$ cat src/bcw_pkg.sv
// Shared constants for the balanced class weight engine.
// No dependencies; used by every module of the block.
`timescale 1ns / 1ps
`default_nettype none

package bcw_pkg;

  localparam int LABEL_W  = 6;
  localparam int WEIGHT_W = 32;
  localparam int FRAC_W   = 16;

endpackage

`default_nettype wire

$ cat src/balanced_class_weight_engine.sv
// Balanced class weight engine top level: command port, scan sequencer, result register.
// Instantiates bcw_hist and bcw_div; uses bcw_pkg.
//
// Input: an item (in_label, in_last) is taken at a rising edge with start high and busy
// low. While loading, busy stays low and one item is taken every cycle. A label at or
// above NUM_CLASSES adds to no count. The item with in_last high ends the set.
// After the last item busy rises. A drain state empties the histogram pipeline, then the
// sequencer walks the bins from label 0 up to the highest present label, each bin in a
// memory read state and a check state. A present bin starts the divider on its check cycle
// and then waits for the divider's done: NW serial divide steps, then the quotient handover,
// where NW = max(clog2(MAX_SAMPLES+1)+16, 33), 33 with the default parameters.
// Output: each weight is shown for one cycle with out_valid high, the cycle after its
// division ends; the receiver cannot stall. out_end_of_run marks the highest present
// class; the histogram clears on the edge that shows it and busy is low in that cycle.
// An empty set gives no result; busy is then high for one cycle only.
// Reset: synchronous active-low rst_n empties the histogram (valid bits cleared), and
// no clearing pass is needed.
`timescale 1ns / 1ps
`default_nettype none

module balanced_class_weight_engine #(
  parameter int NUM_CLASSES = 64,
  parameter int MAX_SAMPLES = 65536
) (
  input  wire logic                        clk,
  input  wire logic                        rst_n,
  input  wire logic                        start,
  output logic                             busy,
  input  wire logic [bcw_pkg::LABEL_W-1:0] in_label,
  input  wire logic                        in_last,
  output logic                             out_valid,
  output logic      [bcw_pkg::LABEL_W-1:0] out_class_label,
  output logic      [bcw_pkg::WEIGHT_W-1:0] out_weight,
  output logic                             out_overflow,
  output logic                             out_end_of_run
);

  localparam int CW = $clog2(MAX_SAMPLES + 1);
  localparam int KW = $clog2(NUM_CLASSES + 1);
  localparam int AW = $clog2(NUM_CLASSES);
  localparam int DW = KW + CW;
  localparam int NW = (CW + bcw_pkg::FRAC_W > bcw_pkg::WEIGHT_W) ?
                      CW + bcw_pkg::FRAC_W : bcw_pkg::WEIGHT_W + 1;

  typedef enum logic [4:0] {
    S_LOAD  = 5'b00001,
    S_DRAIN = 5'b00010,
    S_READ  = 5'b00100,
    S_CHECK = 5'b01000,
    S_DIV   = 5'b10000
  } state_t;

  state_t  state_r, state_nxt;
  logic [AW-1:0] scan_r, scan_nxt;

  logic                          out_valid_r;
  logic [bcw_pkg::LABEL_W-1:0]   out_label_r;
  logic [bcw_pkg::WEIGHT_W-1:0]  out_weight_r;
  logic                          out_ovf_r;
  logic                          out_eor_r;

  logic          acc;
  logic          clr;
  logic          div_start;
  logic          div_done;
  logic [bcw_pkg::WEIGHT_W-1:0] div_quo;
  logic [CW-1:0] cnt;
  logic [CW-1:0] total;
  logic [KW-1:0] k;
  logic          sat;
  logic [AW-1:0] max_lab;
  logic [DW-1:0] den;
  logic [NW-1:0] num;
  logic          is_eor;

  assign busy   = (state_r != S_LOAD);
  assign acc    = start && !busy;
  assign den    = DW'(k) * DW'(cnt);
  assign num    = NW'(total) << bcw_pkg::FRAC_W;
  assign is_eor = (scan_r == max_lab);

  bcw_hist #(
    .NUM_CLASSES (NUM_CLASSES),
    .MAX_SAMPLES (MAX_SAMPLES),
    .CW          (CW),
    .KW          (KW),
    .AW          (AW)
  ) u_hist (
    .clk       (clk),
    .rst_n     (rst_n),
    .acc       (acc),
    .label     (in_label),
    .scan      (state_r == S_READ),
    .scan_addr (scan_r),
    .clr       (clr),
    .cnt       (cnt),
    .total     (total),
    .k         (k),
    .sat       (sat),
    .max_lab   (max_lab)
  );

  bcw_div #(
    .NW (NW),
    .DW (DW)
  ) u_div (
    .clk   (clk),
    .rst_n (rst_n),
    .start (div_start),
    .num   (num),
    .den   (den),
    .done  (div_done),
    .quo   (div_quo)
  );

  always_comb begin
    state_nxt = state_r;
    scan_nxt  = scan_r;
    clr       = 1'b0;
    div_start = 1'b0;
    unique case (state_r)
      S_LOAD: begin
        if (acc && in_last) begin
          state_nxt = S_DRAIN;
        end
      end
      S_DRAIN: begin
        scan_nxt = '0;
        if (total == '0) begin
          clr       = 1'b1;
          state_nxt = S_LOAD;
        end else begin
          state_nxt = S_READ;
        end
      end
      S_READ: begin
        state_nxt = S_CHECK;
      end
      S_CHECK: begin
        if (cnt != '0) begin
          div_start = 1'b1;
          state_nxt = S_DIV;
        end else if (scan_r == AW'(NUM_CLASSES - 1)) begin
          clr       = 1'b1;
          state_nxt = S_LOAD;
        end else begin
          scan_nxt  = scan_r + AW'(1);
          state_nxt = S_READ;
        end
      end
      S_DIV: begin
        if (div_done) begin
          if (is_eor) begin
            clr       = 1'b1;
            state_nxt = S_LOAD;
          end else begin
            scan_nxt  = scan_r + AW'(1);
            state_nxt = S_READ;
          end
        end
      end
      default: begin
        state_nxt = S_LOAD;
      end
    endcase
  end

  always_ff @(posedge clk) begin
    if (!rst_n) begin
      state_r     <= S_LOAD;
      scan_r      <= '0;
      out_valid_r <= 1'b0;
    end else begin
      state_r     <= state_nxt;
      scan_r      <= scan_nxt;
      out_valid_r <= (state_r == S_DIV) && div_done;
    end
  end

  always_ff @(posedge clk) begin
    if ((state_r == S_DIV) && div_done) begin
      out_label_r  <= bcw_pkg::LABEL_W'(scan_r);
      out_weight_r <= div_quo;
      out_ovf_r    <= sat;
      out_eor_r    <= is_eor;
    end
  end

  assign out_valid       = out_valid_r;
  assign out_class_label = out_label_r;
  assign out_weight      = out_weight_r;
  assign out_overflow    = out_ovf_r;
  assign out_end_of_run  = out_valid_r && out_eor_r;

  a_out_after_div: assert property (@(posedge clk) disable iff (!rst_n)
    out_valid |-> $past(state_r == S_DIV))
    else $error("result beat without a finished division");

  a_last_sets_busy: assert property (@(posedge clk) disable iff (!rst_n)
    (start && !busy && in_last) |=> busy)
    else $error("busy not raised after the last beat");

  a_done_in_div: assert property (@(posedge clk) disable iff (!rst_n)
    div_done |-> (state_r == S_DIV))
    else $error("divider finished outside the divide state");

  a_eor_frees: assert property (@(posedge clk) disable iff (!rst_n)
    out_end_of_run |-> !busy)
    else $error("end of run seen while still busy");

endmodule

`default_nettype wire

$ cat src/bcw_hist.sv
// Class histogram: count memory with valid bits, sample total, class count, max label.
// Two-stage read-modify-write with forwarding; uses bcw_pkg.
`timescale 1ns / 1ps
`default_nettype none

module bcw_hist #(
  parameter int NUM_CLASSES = 64,
  parameter int MAX_SAMPLES = 65536,
  parameter int CW = 17,
  parameter int KW = 7,
  parameter int AW = 6
) (
  input  wire logic                       clk,
  input  wire logic                       rst_n,
  input  wire logic                       acc,
  input  wire logic [bcw_pkg::LABEL_W-1:0] label,
  input  wire logic                       scan,
  input  wire logic [AW-1:0]              scan_addr,
  input  wire logic                       clr,
  output logic      [CW-1:0]              cnt,
  output logic      [CW-1:0]              total,
  output logic      [KW-1:0]              k,
  output logic                            sat,
  output logic      [AW-1:0]              max_lab
);

  logic [CW-1:0]          mem [NUM_CLASSES];
  logic [NUM_CLASSES-1:0] valid_r;
  logic [CW-1:0]          rd_q_r;
  logic [AW-1:0]          rdaddr_r;
  logic                   s1_v_r;
  logic                   fwd_r;
  logic [CW-1:0]          fwd_val_r;
  logic [CW-1:0]          total_r;
  logic [KW-1:0]          k_r;
  logic                   sat_r;
  logic [AW-1:0]          max_r;

  logic                   in_range;
  logic [AW-1:0]          lab_addr;
  logic [AW-1:0]          addr_sel;
  logic [CW-1:0]          old;
  logic                   wr_en;
  logic [CW-1:0]          wr_data;
  logic                   full;

  assign in_range = 32'(label) < NUM_CLASSES;
  assign lab_addr = label[AW-1:0];
  assign addr_sel = scan ? scan_addr : lab_addr;

  always_comb begin
    if (!valid_r[rdaddr_r]) begin
      old = '0;
    end else if (fwd_r) begin
      old = fwd_val_r;
    end else begin
      old = rd_q_r;
    end
  end

  assign full    = old >= CW'(MAX_SAMPLES);
  assign wr_en   = s1_v_r && !full;
  assign wr_data = old + CW'(1);

  always_ff @(posedge clk) begin
    rd_q_r    <= mem[addr_sel];
    rdaddr_r  <= addr_sel;
    fwd_val_r <= wr_data;
    if (wr_en) begin
      mem[rdaddr_r] <= wr_data;
    end
  end

  always_ff @(posedge clk) begin
    if (!rst_n) begin
      s1_v_r  <= 1'b0;
      fwd_r   <= 1'b0;
      valid_r <= '0;
      total_r <= '0;
      k_r     <= '0;
      sat_r   <= 1'b0;
      max_r   <= '0;
    end else if (clr) begin
      s1_v_r  <= 1'b0;
      fwd_r   <= 1'b0;
      valid_r <= '0;
      total_r <= '0;
      k_r     <= '0;
      sat_r   <= 1'b0;
      max_r   <= '0;
    end else begin
      s1_v_r <= acc && in_range && !scan;
      fwd_r  <= wr_en && (rdaddr_r == addr_sel);
      if (acc && in_range && !scan) begin
        if (total_r < CW'(MAX_SAMPLES)) begin
          total_r <= total_r + CW'(1);
        end else begin
          sat_r <= 1'b1;
        end
        if (total_r == '0 || lab_addr > max_r) begin
          max_r <= lab_addr;
        end
      end
      if (s1_v_r) begin
        if (full) begin
          sat_r <= 1'b1;
        end else begin
          valid_r[rdaddr_r] <= 1'b1;
          if (old == '0) begin
            k_r <= k_r + KW'(1);
          end
        end
      end
    end
  end

  assign cnt     = old;
  assign total   = total_r;
  assign k       = k_r;
  assign sat     = sat_r;
  assign max_lab = max_r;

endmodule

`default_nettype wire

$ cat src/bcw_div.sv
// Bit-serial restoring divider: one quotient bit per cycle, 32-bit saturated result.
// Uses bcw_pkg for the result width.
`timescale 1ns / 1ps
`default_nettype none

module bcw_div #(
  parameter int NW = 36,
  parameter int DW = 24
) (
  input  wire logic                        clk,
  input  wire logic                        rst_n,
  input  wire logic                        start,
  input  wire logic [NW-1:0]               num,
  input  wire logic [DW-1:0]               den,
  output logic                             done,
  output logic      [bcw_pkg::WEIGHT_W-1:0] quo
);

  localparam int CTW = $clog2(NW + 1);

  logic [DW-1:0]  rem_r;
  logic [NW-1:0]  q_r;
  logic [DW-1:0]  den_r;
  logic [CTW-1:0] ctr_r;
  logic           run_r;
  logic           done_r;

  logic [DW:0]    shifted;
  logic [DW:0]    dext;
  logic [DW:0]    diff;
  logic           ge;

  assign shifted = {rem_r, q_r[NW-1]};
  assign dext    = {1'b0, den_r};
  assign ge      = shifted >= dext;
  assign diff    = shifted - dext;

  always_ff @(posedge clk) begin
    if (start) begin
      rem_r <= '0;
      q_r   <= num;
      den_r <= den;
    end else if (run_r) begin
      rem_r <= ge ? diff[DW-1:0] : shifted[DW-1:0];
      q_r   <= {q_r[NW-2:0], ge};
    end
  end

  always_ff @(posedge clk) begin
    if (!rst_n) begin
      run_r  <= 1'b0;
      done_r <= 1'b0;
      ctr_r  <= '0;
    end else begin
      done_r <= 1'b0;
      if (start) begin
        run_r <= 1'b1;
        ctr_r <= CTW'(NW);
      end else if (run_r) begin
        ctr_r <= ctr_r - CTW'(1);
        if (ctr_r == CTW'(1)) begin
          run_r  <= 1'b0;
          done_r <= 1'b1;
        end
      end
    end
  end

  assign done = done_r;
  assign quo  = (|q_r[NW-1:bcw_pkg::WEIGHT_W]) ? '1 : q_r[bcw_pkg::WEIGHT_W-1:0];

endmodule

`default_nettype wire
$ cat config.mk
export PLATFORM = sky130hd
export DESIGN_NAME = balanced_class_weight_engine
export DESIGN_NICKNAME = d
export VERILOG_FILES = /design/src/bcw_pkg.sv /design/src/balanced_class_weight_engine.sv /design/src/bcw_hist.sv /design/src/bcw_div.sv
export SDC_FILE = /design/constraint.sdc
export NUM_CORES = 2
export LEC_CHECK = 0
export BUFFER_PORTS_ARGS = -buffer_cell sky130_fd_sc_hd__buf_4
export CORE_ASPECT_RATIO = 1.75
export CORE_MARGIN = 2
export CORE_UTILIZATION = 44
export CTS_CLUSTER_SIZE = 30
export DETAILED_ROUTE_END_ITERATION = 16
export PLACE_DENSITY = 0.66
export SLEW_MARGIN = 20
export SYNTH_ARGS = -nofsm -noshare
export SYNTH_HDL_FRONTEND = slang
export SYNTH_SLANG_ARGS = --single-unit
$ cat constraint.sdc
create_clock -name clk -period 12.6 [get_ports clk]
set_input_delay 2.52 -clock clk [delete_from_list [all_inputs] [get_ports clk]]
set_output_delay 2.52 -clock clk [all_outputs]
set_load 0.005 [all_outputs]
==> results.txt <==
* Endpoint of the lowest-slack register-to-register path: u_div.den_r[21]
* Syn Nets: 4776
* Worst reg2reg startpoint: u_hist.rdaddr_r[0]
* Synthesized area: slightly below 60000 um^2
- Setup Buffers After CTS: 0
- Port bufs: just over 50
- Clk pwr share: between 30 and 40%
- In the final routed layout, each cell accounts on average for 24.5 um.
- Final number of hold-violating endpoints: 0
- In the synthesized netlist the async set-or-reset flop fraction comes to 0%.
- The share of synthesized area in the top cell type comes to approximately three fifths.
- Die Span Y: 490 um
- Endpoint kind of the worst setup timing path: register
* Hold crit path type: reg -> reg
- The final critical path takes up between 60% and 70% of the cycle.
- The tool flagged a number of max-cap violations equal to 0.
- In this run the static leakage power is around 0.024 uW.
- Before antenna repair, the detailed router went through 6 iterations.
* Number of DRC violations after detailed-routing iteration 0: ~3.2k
* Worst Max-Slew Pin Slew: 1250 ps
* # IOs: 52
- Register-to-Register Path Depth: 27
- For this run, the total global-route usage over all layers was measured as a little under a quarter.
* Fraction of layout cells with a size suffix above 1: about 12%
- Net Switching: between 2000 and 2500 uW
- Run status: finished clean
* Number of storage elements in the synthesis netlist: 1366
- Biggest area contributors in the synthesized netlist: sky130_fd_sc_hd__edfxtp_1, sky130_fd_sc_hd__dfxtp_1, sky130_fd_sc_hd__nand2_1
* Largest voltage drop on the vdd net: between 100 and 150 uV
- TritonCTS built the clock tree.
- Summing over every cut layer, the via total after detailed routing is around 39k.
- Kind of critical path: reg -> reg
- Area leader, netlist: sky130_fd_sc_hd__edfxtp_1
- The later pin in the worst-skew pair is clocked with a latency of a little under 800 ps.
* Top flip-flop cell by instance count after synthesis: sky130_fd_sc_hd__edfxtp_1
- In this run the worst path has a maximum fanout of 72.
- Post-Route Utilization: ~50%
- Num Clock Sinks: about 1.4k
- Cts-stage hold buffer count: 0
- Final worst path period need: slightly above 8000 ps
- The first global-routing pass estimated roughly 240000 um of wire.
* Library cell with the highest instance count after synthesis: sky130_fd_sc_hd__edfxtp_1
- The worst pin sits at a relative slew slack of roughly 17%.
- Mean post-synth cell area: roughly 13 um^2
- After detailed routing, the number of vias per cell comes to between 5 and 6.
- Worst-path clk slew: ~70 ps
* Critical Path Start: u_hist.rdaddr_r[0]
* Setup slack on the worst flop-to-flop path: 4280 ps
- In this run the clock root is driven by a sky130_fd_sc_hd__clkbuf_16.
- Worst endpoint required time: roughly 13000 ps
- Post-CTS repair changed the size of 0 cells.
* Largest net degree at the start of global routing: between 200 and 250
- Number of warning messages in the yosys log: 0
- DIE WIDTH: around 280 um
- No sink is reached through more buffers than the 3 on the longest clock path.
- Counting flops with a built-in enable in the synthesized netlist gives 1169.
- Sequential share of the synthesized area: 65.7%
* Residual DRC count: 0
* Kind of start point of the critical path: register
* Worst EP arrival: approximately 9000 ps
* Number of levels the H-tree was split into: 3
* DIE AREA: about 140000 um^2
* Combinational Power Share: roughly 6.7%
- The routed design has ~160000 um of wire.
* Total internal power: slightly above 7000 uW
- Across the routed clock network, the largest skew measured is 28.6 ps.
- Count of standard-cell rows: between 150 and 200
- In this run, distinct cell masters in the synthesized netlist total 83.
* Number of inserted filler cells in the final layout: roughly 11k
- Fin. max-slew vios: 0
- Layout net count: 4766
- TritonCTS created around 110 clock buffers.
- Count of final setup violators: 0
* Termination of the worst setup path: u_div.den_r[21]
- For this run, the top clock speed supported by timing is between 0.1 and 0.15 GHz.
* CORE AREA: between 100000 and 150000 um^2
* Antenna-violating nets left: 0
- From synthesis to final layout, the design area changed by 11.3%.
* Switching part of the total: 22.6%
- At the end of routability-driven placement, the weighted congestion stood at about 0.94.
- HPWL Detailed: 94300 um
* Most used standard cells in the synthesized netlist: sky130_fd_sc_hd__edfxtp_1, sky130_fd_sc_hd__nand2_1, sky130_fd_sc_hd__and3_1
- Setup repair after global routing left no endpoint under its margin.
- The number of antenna violations at the first check in global routing was 3.
- After global routing the overflow that remains totals 0.
* Total Negative Setup Slacks: 0 ps
* Synthesized instance count: 4611
- The share of total power dissipated in sequential elements is between 50% and 60%.
- The initial utilization of the core area, before any placement, comes to about 44%.
* Number of global-route vias before repair: approximately 38k
* Areal power density over the cells: about 140 nW/um^2
kinds of logic after synthesis:
group	count (synthesis)	share of synthesized area, %
AO/OA/AOI/OAI	791	9.95
XOR/XNOR	90	1.33
adder cells (fa/ha/maj)	155	4.21
buffers and inverters	448	3.05
flip-flops	1366	65.7
multiplexers	141	2.62
AND/OR/NAND/NOR	1620	13.1
state kept, by name, summed over array words and instances, names as in the netlist, 7 cells and up:
register	count
u_hist.k	7
u_hist.mem	1088
u_div.rem_r	24
u_div.den_r	24
u_hist.rd_q_r	17
u_hist.valid_r	64
out_weight	32
u_div.q_r	33
u_hist.total	17
u_hist.fwd_val_r	17
routing by layer:
layer  routed length, um  track usage [%]
met1               57600             26.3
met2               82400             40.5
met3                9730             3.35
met4                9670             12.9
met5                   0                0
through the flow:
stage          setup WS (ps)  hold slack (ps)  area (um^2)  std cells  total power [uW]
2_1_floorplan           5950              409        59400       4611              5420
3_3_place_gp            4640              447        62300       6287              5640
3_5_place_dp            4540              452        62300       6287              5650
4_1_cts                 4530              468        66100       6493              9240
5_1_grt                 3730              480        66100       6494              9450
6_report                4280              470        66100       6496              9190
placed cells by master (no fill, tap or decap), drive strengths merged, types with 19 or more instances in the layout:
cell and count:
edfxtp 1169, nand2 686, and3 355, a211oi 264, nor2 242, dfxtp 197, buf 180, inv 151
clkbuf 133, mux2i 116, a31oi 107, ha 80, nor3 76, fa 75, a311oi 72, a32oi 70
xnor2 60, o21ai 55, nor4 52, o21a 48, nand3 46, clkinv 42, a221oi 36, or2 36
a21oi 35, xor2 30, and2 24, nand3b 19
worst max-delay path, stage by stage, from the launching register on:
cell	delay, ps
sky130_fd_sc_hd__dfxtp_2	910
sky130_fd_sc_hd__inv_1	330
sky130_fd_sc_hd__o32ai_1	380
sky130_fd_sc_hd__a311o_1	280
sky130_fd_sc_hd__nor3_2	100
sky130_fd_sc_hd__nand3_1	100
sky130_fd_sc_hd__buf_4	380
sky130_fd_sc_hd__and2_0	340
sky130_fd_sc_hd__clkinv_2	810
sky130_fd_sc_hd__nor2_1	330
sky130_fd_sc_hd__ha_1	180
sky130_fd_sc_hd__inv_1	50
sky130_fd_sc_hd__fa_1	490
sky130_fd_sc_hd__inv_1	50
sky130_fd_sc_hd__fa_1	350
sky130_fd_sc_hd__inv_1	90
sky130_fd_sc_hd__fa_1	420
sky130_fd_sc_hd__inv_1	70
sky130_fd_sc_hd__ha_1	270
sky130_fd_sc_hd__o21a_1	220
sky130_fd_sc_hd__o21ai_0	220
sky130_fd_sc_hd__nor2_1	100
sky130_fd_sc_hd__a2111oi_0	730
sky130_fd_sc_hd__buf_4	250
sky130_fd_sc_hd__o21ai_0	170
sky130_fd_sc_hd__nand2_1	150
sky130_fd_sc_hd__o21ai_0	120
sky130_fd_sc_hd__xnor2_1	140
worst min path at each step:
| stage | from | endpoint | slack (ps) | cells after the start |
|---|---|---|---|---|
| 2_1_floorplan | u_hist.sat | out_overflow | 410 | 0 |
| 3_3_place_gp | u_hist.valid_r[47] | u_hist.valid_r[47] | 450 | 2 |
| 3_5_place_dp | u_hist.valid_r[28] | u_hist.valid_r[28] | 450 | 1 |
| 4_1_cts | u_hist.valid_r[28] | u_hist.valid_r[28] | 470 | 1 |
| 5_1_grt | u_hist.valid_r[39] | u_hist.valid_r[39] | 480 | 1 |
| 6_report | u_hist.valid_r[28] | u_hist.valid_r[28] | 470 | 1 |
power by group through the flow:
stage	clock network (uW)	logic [uW]	registers, uW
2_1_floorplan	0	401	5020
4_1_cts	3690	613	4940
5_1_grt	3850	662	4940
3_5_place_dp	0	611	5040
6_report	3640	619	4940
3_3_place_gp	0	601	5030
area by class of cell:
cell class / instances / area, um^2 / area share [%]
tap: 1800 / 2250 / 3.41
multi-input combinational: 2797 / 19100 / 28.8
inverter: 144 / 554 / 0.838
sequential: 1366 / 39100 / 59.0
clock buffer: 133 / 2960 / 4.48
antenna: 3 / 7.51 / 0.0114
timing repair buffer: 180 / 1400 / 2.12
clock inverter: 73 / 852 / 1.29
Note: power is estimated with default switching activity, not from simulation.
